==> src/design/lzwe_ram.sv <==
`timescale 1ns / 1ps
// Generic simple dual-port RAM: one write port, one read port with a
// registered read. No dependencies.
module lzwe_ram #(
    parameter int WIDTH = 8,
    parameter int DEPTH = 256,
    localparam int AW   = $clog2(DEPTH)
) (
    input  logic             i_clk,
    input  logic             i_we,
    input  logic [AW-1:0]    i_waddr,
    input  logic [WIDTH-1:0] i_wdata,
    input  logic [AW-1:0]    i_raddr,
    output logic [WIDTH-1:0] o_rdata
);

    logic [WIDTH-1:0] r_mem [DEPTH];
    logic [WIDTH-1:0] r_rdata;

    // Write and read the array
    always_ff @(posedge i_clk) begin
        if (i_we) begin
            r_mem[i_waddr] <= i_wdata;
        end
        r_rdata <= r_mem[i_raddr];
    end

    assign o_rdata = r_rdata;

endmodule

==> config.mk <==
export PLATFORM = sky130hd
export DESIGN_NAME = lzwe_ram
export DESIGN_NICKNAME = d
export VERILOG_FILES = /design/src/design/lzwe_ram.sv
export SDC_FILE = /design/constraint.sdc
export NUM_CORES = 2
export LEC_CHECK = 0
export ABC_AREA = 0
export BUFFER_PORTS_ARGS = -buffer_cell sky130_fd_sc_hd__buf_2
export CELL_PAD_IN_SITES_DETAIL_PLACEMENT = 0
export CELL_PAD_IN_SITES_GLOBAL_PLACEMENT = 1
export CORE_AREA = 2 2 494 496
export CTS_CLUSTER_SIZE = 24
export DETAILED_ROUTE_END_ITERATION = 12
export DIE_AREA = 0 0 496 498
export PLACE_DENSITY = 0.56
export SYNTH_ARGS = -nofsm -noshare
export SYNTH_HDL_FRONTEND = slang
export SYNTH_SLANG_ARGS = --single-unit
==> constraint.sdc <==
create_clock -name i_clk -period 2.2 [get_ports i_clk]
set_input_delay 0.11 -clock i_clk [delete_from_list [all_inputs] [get_ports i_clk]]
set_output_delay 0.11 -clock i_clk [all_outputs]
set_load 0.005 [all_outputs]
* Yosys cells after proc, flatten, opt, wreduce, memory -nomap -nowiden
Memory sizes are Yosys's and may differ from the RTL's. A register that Yosys moved wholly into a read port is not among the register bits. Index checks and enable logic that the tools add are counted.
Storage, ports and cells: flip-flop bits (word level) 0, bits in writable memories 2048, logic and storage cells 3, memories kept 1
Memory list:
- r_mem | depth 256, bits a word 8, rd ports 1, clocked after memory_dff 1, wr ports 1, RTL line 17 | logic [WIDTH-1:0] r_mem [DEPTH];
Cells by class: muxes and demuxes 2
Operator list (count):
- two-way mux 1 bit | 2

* Longest topological paths before layout
depth in word-level cells 2, gate-level depth with buffers 11, depth with buffers taken out 6

* Least setup slack after synthesis
No wires, ideal clock.
path type input -> register, from in i_raddr[0], to reg r_rdata[2] (netlist: o_rdata[2]) (read register of r_mem), setup time 0.131 ns, data arrival time 1.917 ns, path slack 0.152 ns, cell stages on the path 9, path buffers 4, cells stage by stage buf_6 buf_12 buf_8 buf_2 mux4_2 a22oi_1 a21oi_1 nor4_1 nor4_2
RTL lines:
- start: declaration | RTL line 13 | input logic [AW-1:0] i_raddr,
- end: declaration | RTL line 18 | logic [WIDTH-1:0] r_rdata;

==> results.sh <==
export IMPL_status="complete, but fails checks"
export IMPL_violations="setup timing"
export IMPL_vias=40800
export IMPL_tightest_slew_ns=0.970
export IMPL_cp_arrival_ns=3.02
export IMPL_min_path_type="input port to register"
export IMPL_max_cap_violations=0
export IMPL_cts_tree="built"
export IMPL_fin_tns_setup_ns=-0.218
export IMPL_rsz0062_at_grt="yes"
export IMPL_ys_ff_latch=2056
export IMPL_clkTransAtPathRegs_ns=0.06
export IMPL_area_growth_pct=21.5
export IMPL_ys_async_sr_fraction=0
export IMPL_fin_ws_ns=-0.115
export IMPL_numCtsBuffers=211
export IMPL_synth_edf_count=2048
export IMPL_gr_total_overflow=0
export IMPL_drt_vias_per_instance=5.16
export IMPL_drc_errors=0
export IMPL_antenna_left=0
export IMPL_dr_first_iter_drc_count=4108
export IMPL_ctsLongestPathBuffers=3
export IMPL_grt_max_degree=105
export IMPL_power_density_mw_per_mm2=851
export IMPL_synth_top_cells_by_count="edfxtp_1, mux4_2, nor2_1"
export IMPL_fmax_mhz=432
export IMPL_end_kind="register"
export IMPL_min_period_ns=2.31
export IMPL_io_pin_count=34
export IMPL_start_kind="register"
export IMPL_setup_violations=3
export IMPL_dp_hpwl_um=149000
export IMPL_syn_cell_area_sq_mm=0.0796
export IMPL_synth_ff_type="edfxtp_1"
export IMPL_grt_antenna_before_repair=12
export IMPL_critPathMaxFanout=1
export IMPL_fp_coreArea_sq_mm=0.242
export IMPL_finalClockSkew_ns=0.0592
export IMPL_final_nets=4555
export IMPL_required_ns=2.91
export IMPL_yosysMostFrequentCell="edfxtp_1"
export IMPL_dieHeight_um=498
export IMPL_drive_gt1_frac=0.344
export IMPL_avgSynthCellArea_sq_um=21.3
export IMPL_wl_per_cell_um=28.4
export IMPL_gp_congestion=0.850
export IMPL_clock_sinks=2056
export IMPL_hold_slack_ns=0.0722
export IMPL_cts_htree_levels=4
export IMPL_fin_util=0.400
export IMPL_hold_viol=0
export IMPL_ir_drop_mv=0.840
export IMPL_clk_latency_ns=0.86
export IMPL_critical_path_class="register to register"
export IMPL_synthCells=3733
export IMPL_first_pass_iters=6
export IMPL_syn_num_nets=3759
export IMPL_dieArea_sq_mm=0.247
export IMPL_ys_warn_count=0
export IMPL_grt_pass1_wl_um=318000
export IMPL_yosysSeqAreaShare=0.775
export IMPL_r2r_cells=6
export IMPL_grt_use_total=0.181
export IMPL_clk_root_buffer_cell="clkbuf_16"
export IMPL_holdPathStages=3
export IMPL_row_count=181
export IMPL_routed_wl_um=225000
export IMPL_met3_usage=0.0283
export IMPL_portBuffers=33
export IMPL_leakage_nw=31.1
export IMPL_synthTopCellsByArea="edfxtp_1, mux4_2, mux2i_1"
export IMPL_grt_pass1_vias=41600
export IMPL_ys_types=55
export IMPL_grtUsageMet1=0.259
export IMPL_min_period_over_period=1.05
export IMPL_synth_top_area_share=0.773
export IMPL_top_usage_layer="met2"
export IMPL_grtUsageMet2=0.288
export IMPL_slew_headroom=0.353
export IMPL_die_w_um=496
export IMPL_slew_viol_final=0
export IMPL_yosysTopAreaCell="edfxtp_1"
export IMPL_initial_core_util=0.329
==> layout make-up <==
class,instances,area [sq um]
inverter,2,7.51
fill,21600,145000
antenna,4,10.0
clock inverter,111,1000
multi-input combinational,1442,17000
tap,3202,4010
clock buffer,272,5530
sequential,2056,61700
timing repair buffer,816,7480
==> state kept, by name, summed over array words and instances (netlist names) <==
register	cells
o_rdata	8
r_mem	2048
==> power by group <==
| group | switching (mW) | internal, mW | total (mW) |
|---|---|---|---|
| registers | 0.0767 | 43.2 | 43.3 |
| logic | 2.99 | 2.05 | 5.04 |
| clock network | 15.1 | 18.9 | 34.0 |
==> critical path, cell delays in order, from the launching register on <==
cell and delay [ns]:
edfxtp_1 0.37, mux4_2 0.54, mux4_2 0.52, nor2b_4 0.17
nor4_4 0.32, buf_4 0.20, nor4_2 0.04
==> metal layers <==
layer	part of all wire	up-vias
li1	-	17300
met1	0.44	22000
met2	0.48	1233
met3	0.056	276
met4	0.024	0
met5	0	-
==> cell usage in the layout, fill, tap and decap left out, types with 44 or more instances in the layout <==
master	count
mux4_2	455
buf_4	664
o221ai_1	44
clkbuf_1	59
mux2i_1	134
clkinv_1	47
edfxtp_1	2048
buf_12	102
a21oi_1	95
nor2_1	275
clkbuf_16	211
a22oi_1	132
==> cells by family after synthesis <==
logic type | share of synthesized area
AO/OA/AOI/OAI | 0.0342
buffers and inverters | 0.0183
flip-flops | 0.775
multiplexers | 0.146
AND/OR/NAND/NOR | 0.0263
==> per-stage QoR <==
| stage | cells | area [sq um] | setup slack [ns] | power (mW) |
|---|---|---|---|---|
| floorplan | 3733 | 79600 | 0.152 | 46.1 |
| global placement | 7512 | 89600 | -1.37 | 49.0 |
| detailed placement | 7512 | 89600 | -1.09 | 49.0 |
| CTS | 7903 | 96500 | -0.139 | 83.1 |
| global route | 7902 | 96700 | -0.163 | 84.8 |
| finish | 7905 | 96700 | -0.115 | 82.3 |
==> worst paths after layout <==
check | startpoint | to | slack, ns
setup / recovery | r_mem[83][4] | o_rdata[4] | -0.11
setup reg to reg | r_mem[83][4] | o_rdata[4] | -0.11
hold / removal | i_we | r_mem[232][3] | 0.07
hold reg to reg | r_mem[182][2] | o_rdata[2] | 1.11
==> what timing repair did <==
action / in CTS / in global routing
endpoints found under the hold margin: 1578 / 0
buffers inserted: 0 / 0
hold buffers: 12 / 0
setup endpoints to repair: 8 / 8
pin swaps: 18 / 21
gates resized for setup: 52 / 32
No activity file was read; power rests on OpenSTA's default activity.
