===== src/design/lzwe_pkg.sv =====
`timescale 1ns / 1ps
// Package for the 12-bit LZW encoder: item types, controller states and
// fixed code constants. No dependencies.
package lzwe_pkg;

    localparam int BYTE_W        = 8;
    localparam int CODE_W        = 12;
    localparam int FIRST_LEARNED = 256;

    // One raw input byte
    typedef struct packed {
        logic [BYTE_W-1:0] data_byte;
        logic              end_of_stream;
    } t_in_item;

    // One emitted code
    typedef struct packed {
        logic [CODE_W-1:0] code_word;
        logic              last_code;
    } t_out_item;

    // Encoder controller states
    typedef enum logic [2:0] {
        ST_CLEAR,
        ST_IDLE,
        ST_HT_CHK,
        ST_DICT_CHK,
        ST_MISS,
        ST_FLUSH
    } t_state;

endpackage


===== src/design/lzwe_outq.sv =====
`timescale 1ns / 1ps
// Two-entry result queue between the encoder core and the output channel.
// Depends on lzwe_pkg for the result item type.
module lzwe_outq (
    input  logic                i_clk,
    input  logic                i_rst_n,
    input  logic                i_push,
    input  lzwe_pkg::t_out_item i_item,
    output logic                o_room,
    output logic                o_valid,
    input  logic                i_stall,
    output lzwe_pkg::t_out_item o_item
);
    import lzwe_pkg::*;

    t_out_item   r_mem [2];
    logic        r_wptr;
    logic        r_rptr;
    logic [1:0]  r_count;
    logic        n_wptr;
    logic        n_rptr;
    logic [1:0]  n_count;
    logic        w_pop;

    assign w_pop   = (r_count != 2'd0) && !i_stall;
    assign o_valid = (r_count != 2'd0);
    assign o_room  = (r_count != 2'd2);
    assign o_item  = r_mem[r_rptr];

    // Advance pointers and count
    always_comb begin
        n_wptr  = i_push ? ~r_wptr : r_wptr;
        n_rptr  = w_pop ? ~r_rptr : r_rptr;
        n_count = r_count;
        if (i_push && !w_pop) begin
            n_count = r_count + 2'd1;
        end else if (!i_push && w_pop) begin
            n_count = r_count - 2'd1;
        end
    end

    always_ff @(posedge i_clk) begin
        if (!i_rst_n) begin
            r_wptr  <= 1'b0;
            r_rptr  <= 1'b0;
            r_count <= 2'd0;
        end else begin
            r_wptr  <= n_wptr;
            r_rptr  <= n_rptr;
            r_count <= n_count;
        end
    end

    // Store pushed items
    always_ff @(posedge i_clk) begin
        if (i_push) begin
            r_mem[r_wptr] <= i_item;
        end
    end

endmodule


===== config.mk =====
export PLATFORM = sky130hd
export DESIGN_NAME = lzwe_outq
export DESIGN_NICKNAME = d
export VERILOG_FILES = /design/src/design/lzwe_pkg.sv /design/src/design/lzwe_outq.sv
export SDC_FILE = /design/constraint.sdc
export NUM_CORES = 1
export LEC_CHECK = 0
export BUFFER_PORTS_ARGS = -buffer_cell sky130_fd_sc_hd__buf_4
export CORE_ASPECT_RATIO = 0.8
export CORE_UTILIZATION = 40
export DETAILED_ROUTE_END_ITERATION = 6
export GPL_TIMING_DRIVEN = 0
export PLACE_DENSITY = 0.63
export SLEW_MARGIN = 20
export SYNTH_ARGS = -nofsm -noshare
export SYNTH_HDL_FRONTEND = slang
export SYNTH_SLANG_ARGS = --single-unit
export TNS_END_PERCENT = 30

===== constraint.sdc =====
create_clock -name i_clk -period 3.8 [get_ports i_clk]
set_input_delay 0.38 -clock i_clk [delete_from_list [all_inputs] [get_ports i_clk]]
set_output_delay 0.38 -clock i_clk [all_outputs]
set_load 0.02 [all_outputs]

Word level (Yosys, flattened, before mapping)

Memory sizes are Yosys's and may differ from the RTL's. A register that Yosys moved wholly into a read port is not among the register bits.
Cells that the tools add are included.

Reduce and logical (&&, ||, !) cells: 8
Bitwise operators: 2
Multiplexer cells: 6
Eq/ne operators: 1
Add/sub/neg operators: 2

Operators by type and width:

| cell                                                                | count |
|---|---|
| 1-bit 2-to-1 mux                                                    | 4 |
| 2-bit 2-to-1 mux                                                    | 2 |
| 2-bit nonzero test                                                  | 2 |
| 1-bit logical AND                                                   | 3 |
| 1-bit logical NOT                                                   | 3 |
| 2-bit by 1-bit adder with 2-bit output (second input constant)      | 1 |
| 2-bit inequality test (second input constant)                       | 1 |
| 1-bit inverter                                                      | 2 |
| 2-bit by 1-bit subtractor with 2-bit output (second input constant) | 1 |

Input port bits: 17
Bits in writable memories: 26
Word-level logic and storage cells: 23
Memories kept: 1
Output and inout bits: 15
Register bits: 4

Memory list:

| name  | depth | bits a word | rd ports | clocked after memory_dff | write ports | RTL line        | text |
|---|---|---|---|---|---|---|---|
| r_mem | 2     | 13          | 1        | 1                        | 1           | lzwe_outq.sv:16 | `t_out_item r_mem [2];` |

Depth between registers and ports, before layout

Gate-level depths: netlist (run 1).

Depth after elaboration: 5
Gate-level depth with buffers: 5
Mapped depth without buffers: 5

Worst setup path before layout (run 1)

No wires, ideal clock.

Path kind: input -> register
Start point: in i_push
End point: mem r_mem[0][0] in the netlist's numbering, enable pin
Path buffers: 0
Arrival: 1047 ps
Stages: 1
Path slack: 2368 ps
Required time: 3415 ps
Setup time: 385 ps
Cell sequence: nor2b_1

Longest elaborated chain between the ends: 2

Ends and longest elaborated chain:

| element                                | RTL line        | text |
|---|---|---|
| start: declaration                     | lzwe_outq.sv:7  | `input logic i_push,` |
| 1-bit 2-to-1 mux                       | lzwe_outq.sv:56 | `if (i_push) begin` |
| 1-bit 2-to-1 mux (not written as such) | lzwe_outq.sv:57 | `r_mem[r_wptr] <= i_item;` |
| end: declaration                       | lzwe_outq.sv:16 |  |

Every way passes these cells.

==> results of run 1 <==
## metal layers
layer | vias up | track usage (%)
li1 | 307 | -
met4 | 0 | 12.2
met5 | - | 0
met1 | 293 | 13.5
met2 | 21 | 20.0
met3 | 9 | 6.30
## cells by family (layout without fill, tap and decap cells)
logic type,Yosys count,count (layout),synth area share [%]
multiplexers,13,13,12.7
buffers and inverters,1,40,0.433
adder cells (fa/ha/maj),1,1,1.08
XOR/XNOR,3,3,2.28
flip-flops,31,31,76.3
AO/OA/AOI/OAI,4,4,2.38
AND/OR/NAND/NOR,9,9,4.88
## final timing paths
path	to	slack, ps	start	cells past startpoint
worst min-delay path	r_mem[1][6]$_DFFE_PP_	240	i_item[6]	1
worst min register to register	r_count[1]$_SDFFE_PN0P_	530	r_count[1]$_SDFFE_PN0P_	2
worst max-delay path	o_item[12]	1880	flip-flop	3
worst max register to register	r_count[1]$_SDFFE_PN0P_	2380	r_count[0]$_SDFFE_PN0P_	4
## per-stage QoR
stage	power, µW	cells	cell area (µm²)
floorplan	629	62	1150
global placement	735	131	1440
detailed placement	739	131	1440
CTS	910	139	1490
global route	952	139	1490
finish	894	139	1490
## layout make-up
class                   instances  area, µm²  share of cell area [%]
flip-flops and latches         31        881                    59.3
multi-input cells              30        272                    18.3
repair buffers                 31        233                    15.7
well taps                      38       47.5                    3.20
clock buffers                   6       41.3                    2.78
clock inverters                 2       7.51                   0.505
plain buffers                   1       5.00                   0.337
## cell usage after synthesis, drive strengths merged
master and n:
and2 4, o21ai 1, a21boi 1, mux2 13
o21bai 1, or2 1, nor2b 2, xnor2 2
xor2 1, o21a 1, ha 1, nand2b 1
buf 1, or3 1, dfxtp 5, edfxtp 26
## power breakdown
group          switching (µW)  leakage (µW)  internal, µW  total, µW
clock network            98.2     0.0000273          68.3        166
logic                     142      0.000253           157        299
registers                24.0      0.000285           405        429
## worst max-delay path, cell delays in order, from the launching register on
cell and delay [ps]:
sky130_fd_sc_hd__dfxtp_1 410, sky130_fd_sc_hd__buf_2 280, sky130_fd_sc_hd__mux2_2 370, sky130_fd_sc_hd__buf_4 160
## sequential cells by signal (all words and copies together), names as in the netlist, named ones only
register  flops
r_rptr        1
r_count       2
r_wptr        1
r_mem        26
==> load_flow_metrics.sql, run 1 <==
INSERT INTO impl_metrics (metric_group, metric, value, unit) VALUES
('outcome', 'outcome', 'complete, no violations', ''),
('logic_synthesis', 'synth.cell_area', '1150', 'µm²'),
('cts', 'max-clock-path-buffers', '2', ''),
('cells_and_area', 'fill_cells', '231', ''),
('cells_and_area', 'most-common-layout-cells', '31 x sky130_fd_sc_hd__buf_4, 26 x sky130_fd_sc_hd__edfxtp_1, 13 x sky130_fd_sc_hd__mux2_2', ''),
('cells_and_area', 'diodes', '0', ''),
('critical_path', 'worstSetupPathType', 'reg -> out', ''),
('grt', 'globalRouteTotalUtil', '13.5', '%'),
('timing', 'maxClockFrequency', '0.521', 'GHz'),
('floorplanning', 'dieArea', '3110', 'µm²'),
('timing', 'setup_tns', '0', 'ps'),
('timing', 'rsz0062_at_grt', 'false', ''),
('timing', 'max_slew.worst_pin.slew', '679', 'ps'),
('logic_synthesis', 'ys_seq_area_share', '76.3', '%'),
('timing', 'final-hold-violation-count', '0', ''),
('route', 'route.final.wire_length', '1690', 'µm'),
('cts', 'htree_num_levels', '2', ''),
('logic_synthesis', 'synth.ff_latch_count', '31', ''),
('cells_and_area', 'layout.core_utilization', '54.2', '%'),
('critical_path', 'worst_ep_required_time', '3420', 'ps'),
('floorplanning', 'floorplan.initialDensity', '42.1', '%'),
('logic_synthesis', 'yosys_warnings', '0', ''),
('logic_synthesis', 'synth.avg_cell_area', '18.6', 'µm²'),
('logic_synthesis', 'synth.largest_area_cell', 'sky130_fd_sc_hd__edfxtp_1', ''),
('timing', 'finalSetupViolCount', '0', ''),
('floorplanning', 'die_height', '50.1', 'µm'),
('cts', 'cts_made_buffers', '5', ''),
('place', 'dp_worst_setup_slack', '2210', 'ps'),
('cells_and_area', 'post_route_cells_drive_above_1_share', '51.5', '%'),
('route', 'dr_wl_met3', '122', 'µm'),
('cts', 'cts_root_buffer', 'sky130_fd_sc_hd__clkbuf_4', ''),
('timing', 'period_needed', '1920', 'ps'),
('hold_path', 'hold_class', 'in -> reg', ''),
('timing', 'slew_viol_final', '0', ''),
('logic_synthesis', 'post_synth_num_cell_types', '16', ''),
('cts', 'cts.sinks', '31', ''),
('timing', 'worst_hold_slack', '239', 'ps'),
('critical_path', 'crit_path_end_kind', 'output pin', ''),
('grt', 'globalRouteOverflowTotal', '0', ''),
('pwr', 'power.ir.vdd_worst', '0.000240', 'V'),
('pwr', 'power_density', '602', 'nW/µm²'),
('critical_path', 'worst-endpoint-arrival', '1540', 'ps'),
('cts', 'cts.hold.buffers_added', '0', ''),
('route', 'via_count', '630', ''),
('route', 'route.detailed.vias_per_inst', '4.53', ''),
('timing', 'worst_slew_margin_rel', '54.5', '%'),
('grt', 'grt_pass1_vias', '623', ''),
('floorplanning', 'top_level_ports', '32', ''),
('floorplanning', 'core.rowCount', '17', ''),
('grt', 'grt_antenna_before_repair', '0', ''),
('route', 'route.antenna.remaining_nets', '0', ''),
('logic_synthesis', 'ys_top_cells_by_area', 'sky130_fd_sc_hd__edfxtp_1 68%, sky130_fd_sc_hd__mux2_2 13%, sky130_fd_sc_hd__dfxtp_1 8.7%', ''),
('pwr', 'p_leak', '0.000566', 'µW'),
('timing', 'skew', '4.09', 'ps'),
('cts', 'clkLatencyLatePin', '320', 'ps'),
('cts', 'cts.repair.resized', '0', ''),
('timing', 'post-route-worst-setup-slack', '1880', 'ps'),
('timing', 'fin_crit_sh', '50.5', '%'),
('cts', 'post-cts-setup-buffer-count', '0', ''),
('cts', 'cts.reportedPaths.clkPinSlew', '80', 'ps'),
('floorplanning', 'floorplan.core_area', '2740', 'µm²'),
('route', 'wl_met2', '857', 'µm'),
('floorplanning', 'die_width', '62.1', 'µm'),
('route', 'met1_length', '633', 'µm'),
('grt', 'grt_max_degree', '15', ''),
('logic_synthesis', 'synthCells', '62', ''),
('grt', 'grt_first_pass_wirelength', '2680', 'µm'),
('route', 'routedWlPerCell', '12.1', 'µm'),
('logic_synthesis', 'mappedNetlistNets', '80', ''),
('place', 'hpwl_detailed', '1150', 'µm'),
('cells_and_area', 'layout-area-overhead-vs-synth', '28.7', '%'),
('place', 'gpl.final_weighted_congestion', '0.653', ''),
('logic_synthesis', 'netlist.area_leader.share', '67.6', '%'),
('place', 'placement.io_buffers', '31', ''),
('route', 'drt-pass1-iter-count', '4', ''),
('cells_and_area', 'mostFrequentLayoutCell', 'sky130_fd_sc_hd__buf_4', ''),
('route', 'route.detailed.drc', '0', ''),
('flow_run', 'maxCapViolations', '0', ''),
('cells_and_area', 'nets', '118', ''),
('cts', 'tritoncts', 'done', ''),
('critical_path', 'cp-start-kind', 'flip-flop', ''),
('route', 'dr.first_iter.drc_count', '15', ''),
('critical_path', 'critical_path_maximum_fanout', '10', ''),
('route', 'topRoutingLayerUsed', 'met4', '');
Note: power is estimated with default switching activity, not from simulation.
==> run 2, diff against run 1 <==
- PLACE_DENSITY: 0.63 -> 0.65
- clock period: 3.8 -> 1.7 ns (I/O delays scaled with it)
==> run 2 against run 1 <==
Sequential power rose by 120%; clock skew is essentially flat; core utilization increased by 2.3 points; sequential cell count is the same; total power rose by 140%; clock-buffer cell count is 1 lower; via count increased by 3.7%; critical path depth stayed put; combinational power is 130% higher; sequential share of layout area is 2.4 points lower; largest power group unchanged.
==> load_flow_metrics.sql, run 2 (synthesis results as in run 1) <==
INSERT INTO impl_metrics (metric_group, metric, value, unit) VALUES
('outcome', 'outcome', 'complete, no violations', ''),
('cells_and_area', 'fill_cells', '229', ''),
('timing', 'finalSetupViolCount', '0', ''),
('timing', 'fin_crit_sh', '94.4', '%'),
('place', 'gpl.final_weighted_congestion', '0.639', ''),
('timing', 'rsz0062_at_grt', 'false', ''),
('pwr', 'p_leak', '0.000594', 'µW'),
('timing', 'final-hold-violation-count', '0', ''),
('critical_path', 'cp-start-kind', 'flip-flop', ''),
('timing', 'period_needed', '1600', 'ps'),
('floorplanning', 'top_level_ports', '32', ''),
('cts', 'max-clock-path-buffers', '2', ''),
('cells_and_area', 'most-common-layout-cells', '31 x sky130_fd_sc_hd__buf_4, 26 x sky130_fd_sc_hd__edfxtp_1, 13 x sky130_fd_sc_hd__mux2_2', ''),
('cts', 'cts_root_buffer', 'sky130_fd_sc_hd__clkbuf_4', ''),
('timing', 'skew', '4.55', 'ps'),
('pwr', 'seqPwrFrac', '44.0', '%'),
('grt', 'grt_first_pass_wirelength', '2550', 'µm'),
('cts', 'tritoncts', 'done', ''),
('floorplanning', 'floorplan.core_area', '2740', 'µm²'),
('hold_path', 'worst_hold_startpoint', 'i_item[3]', ''),
('cells_and_area', 'regMostFlops', 'r_mem', ''),
('grt', 'globalRouteOverflowTotal', '0', ''),
('floorplanning', 'floorplan.initialDensity', '42.1', '%'),
('critical_path', 'r2r_cells', '4', ''),
('cts', 'post-cts-setup-buffer-count', '0', ''),
('cells_and_area', 'layout-area-overhead-vs-synth', '34.2', '%'),
('hold_path', 'whs_path_depth', '1', ''),
('route', 'via_count', '653', ''),
('cells_and_area', 'layout.core_utilization', '56.5', '%'),
('route', 'routedWlPerCell', '11.8', 'µm'),
('route', 'route.antenna.remaining_nets', '0', ''),
('pwr', 'power_density', '1410', 'nW/µm²'),
('critical_path', 'cells_along_the_critical_path', 'buf_6 > mux2_2 > buf_4', ''),
('route', 'route.detailed.drc', '0', ''),
('critical_path', 'worstSetupPathType', 'reg -> out', ''),
('grt', 'grt_max_degree', '15', ''),
('cells_and_area', 'diodes', '0', ''),
('route', 'dr.first_iter.drc_count', '14', ''),
('critical_path', 'cell_with_the_largest_stage_delay_on_the_worst_path', 'sky130_fd_sc_hd__dfxtp_1', ''),
('cells_and_area', 'max_ffs_per_register', '26', ''),
('critical_path', 'critical_path_maximum_fanout', '10', ''),
('route', 'route.final.wire_length', '1680', 'µm'),
('cts', 'cts_made_buffers', '5', ''),
('hold_path', 'hold_class', 'in -> reg', ''),
('cts', 'cts.reportedPaths.clkPinSlew', '90', 'ps'),
('pwr', 'switching_share', '27.8', '%'),
('floorplanning', 'core.rowCount', '17', ''),
('timing', 'max_slew.worst_pin.slew', '735', 'ps'),
('grt', 'globalRouteTotalUtil', '12.7', '%'),
('hold_path', 'timing.hold.worst_endpoint', 'r_mem[0][3]$_DFFE_PP_', ''),
('critical_path', 'worst-endpoint-arrival', '1430', 'ps'),
('floorplanning', 'die_width', '62.1', 'µm'),
('timing', 'worst_slew_margin_rel', '50.8', '%'),
('critical_path', 'worst_r2r_endpoint', 'r_count[1]$_SDFFE_PN0P_', ''),
('floorplanning', 'die_height', '50.1', 'µm'),
('critical_path', 'path_delay_family', 'flip-flops', ''),
('pwr', 'power.switching', '607', 'µW'),
('cells_and_area', 'mostFrequentLayoutCell', 'sky130_fd_sc_hd__buf_4', ''),
('timing', 'slew_viol_final', '0', ''),
('cells_and_area', 'largest_registers', 'r_mem: 26 flops, r_count: 2 flops', ''),
('cts', 'cts.sinks', '31', ''),
('cells_and_area', 'area.sequential', '881', 'µm²'),
('pwr', 'power.ir.vdd_worst', '0.000759', 'V'),
('flow_run', 'maxCapViolations', '0', ''),
('route', 'drt-pass1-iter-count', '4', ''),
('critical_path', 'crit_path_max_incr_delay', '420', 'ps'),
('grt', 'grt_antenna_before_repair', '0', ''),
('timing', 'setup_tns', '0', 'ps'),
('pwr', 'cellInternalPower', '1580', 'µW'),
('critical_path', 'crit_path_end_kind', 'output pin', ''),
('cts', 'clkLatencyLatePin', '320', 'ps'),
('pwr', 'share_clk_of_total_power', '24.3', '%'),
('cts', 'htree_num_levels', '2', ''),
('timing', 'maxClockFrequency', '0.623', 'GHz'),
('floorplanning', 'dieArea', '3110', 'µm²'),
('critical_path', 'r2r-start', 'r_count[0]$_SDFFE_PN0P_', ''),
('cells_and_area', 'post_route_cells_drive_above_1_share', '51.9', '%'),
('cells_and_area', 'nets', '121', ''),
('pwr', 'power.combinational.fraction', '31.7', '%'),
('critical_path', 'timing.reg2reg.setup_slack', '240', 'ps'),
('critical_path', 'worst_ep_required_time', '1530', 'ps'),
('place', 'hpwl_detailed', '1150', 'µm'),
('place', 'placement.io_buffers', '31', ''),
('cells_and_area', 'area_occupied_by_multi_input_gates', '272', 'µm²'),
('route', 'route.detailed.vias_per_inst', '4.60', ''),
('grt', 'grt_pass1_vias', '580', ''),
('critical_path', 'critical_path_buf_inv_count', '2', '');
run 2: changes by cell type in the layout (fill, tap and decap cells not counted):
| cell | delta |
|---|---|
| sky130_fd_sc_hd__buf_2 | -1 |
| sky130_fd_sc_hd__bufinv_16 | +1 |
| sky130_fd_sc_hd__clkinv_2 | +1 |
| sky130_fd_sc_hd__clkbuf_1 | -1 |
| sky130_fd_sc_hd__buf_6 | +1 |
| sky130_fd_sc_hd__clkinv_1 | -1 |
| sky130_fd_sc_hd__dlygate4sd3_1 | +3 |
run 2: routing by layer:
layer  up-vias  global-route usage, %  routed length (µm)
met5         -                      0                   0
met4         0                   5.56                   0
met3         0                   8.66                 102
met2        21                   19.9                 859
met1       317                   12.8                 717
li1        315                      -                   -
run 2: power groups by stage:
stage	Combinational (µW)	Sequential [µW]	Clock, µW
CTS	686	960	554
detailed placement	677	977	0
global placement	667	972	0
global route	747	973	580
finish	692	961	530
floorplan	444	962	0
run 2: layout make-up:
class | count | share of cell area, %
well taps | 38 | 3.07
clock buffers | 5 | 2.42
clock inverters | 3 | 2.50
plain buffers | 1 | 0.726
flip-flops and latches | 31 | 56.8
multi-input cells | 30 | 17.5
repair buffers | 34 | 16.9
run 2: what timing repair did:
item                                    in CTS  in global routing
endpoints found under the setup margin      10                 10
pin swaps                                    0                  0
hold buffers                                 0                  3
resized for setup                            1                  1
endpoints found under the hold margin        0                  5
run 2: worst max path at each step:
| stage | from | to | slack (ps) | cells past startpoint |
|---|---|---|---|---|
| 6_report | flip-flop | o_item[0] | 100 | 3 |
| 5_1_grt | flip-flop | o_item[2] | 5 | 3 |
| 4_1_cts | flip-flop | o_item[0] | 20 | 3 |
| 3_5_place_dp | r_count[0]$_SDFFE_PN0P_ | r_count[1]$_SDFFE_PN0P_ | 260 | 4 |
| 3_3_place_gp | r_wptr$_SDFFE_PN0P_ | r_mem[0][9]$_DFFE_PP_ | 30 | 1 |
| 2_1_floorplan | r_wptr$_SDFFE_PN0P_ | r_mem[0][0]$_DFFE_PP_ | 370 | 1 |
run 2: through the flow:
step,power (µW),cell area [µm²],hold WS (ps),worst slack (ps),cells
after floorplan,1410,1150,269,368,62
after global placement,1640,1440,355,28.1,131
after detailed placement,1650,1440,358,258,131
after CTS,2200,1520,3.47,21.7,139
after global routing,2300,1550,1.79,4.75,142
final,2180,1550,27.9,96.0,142
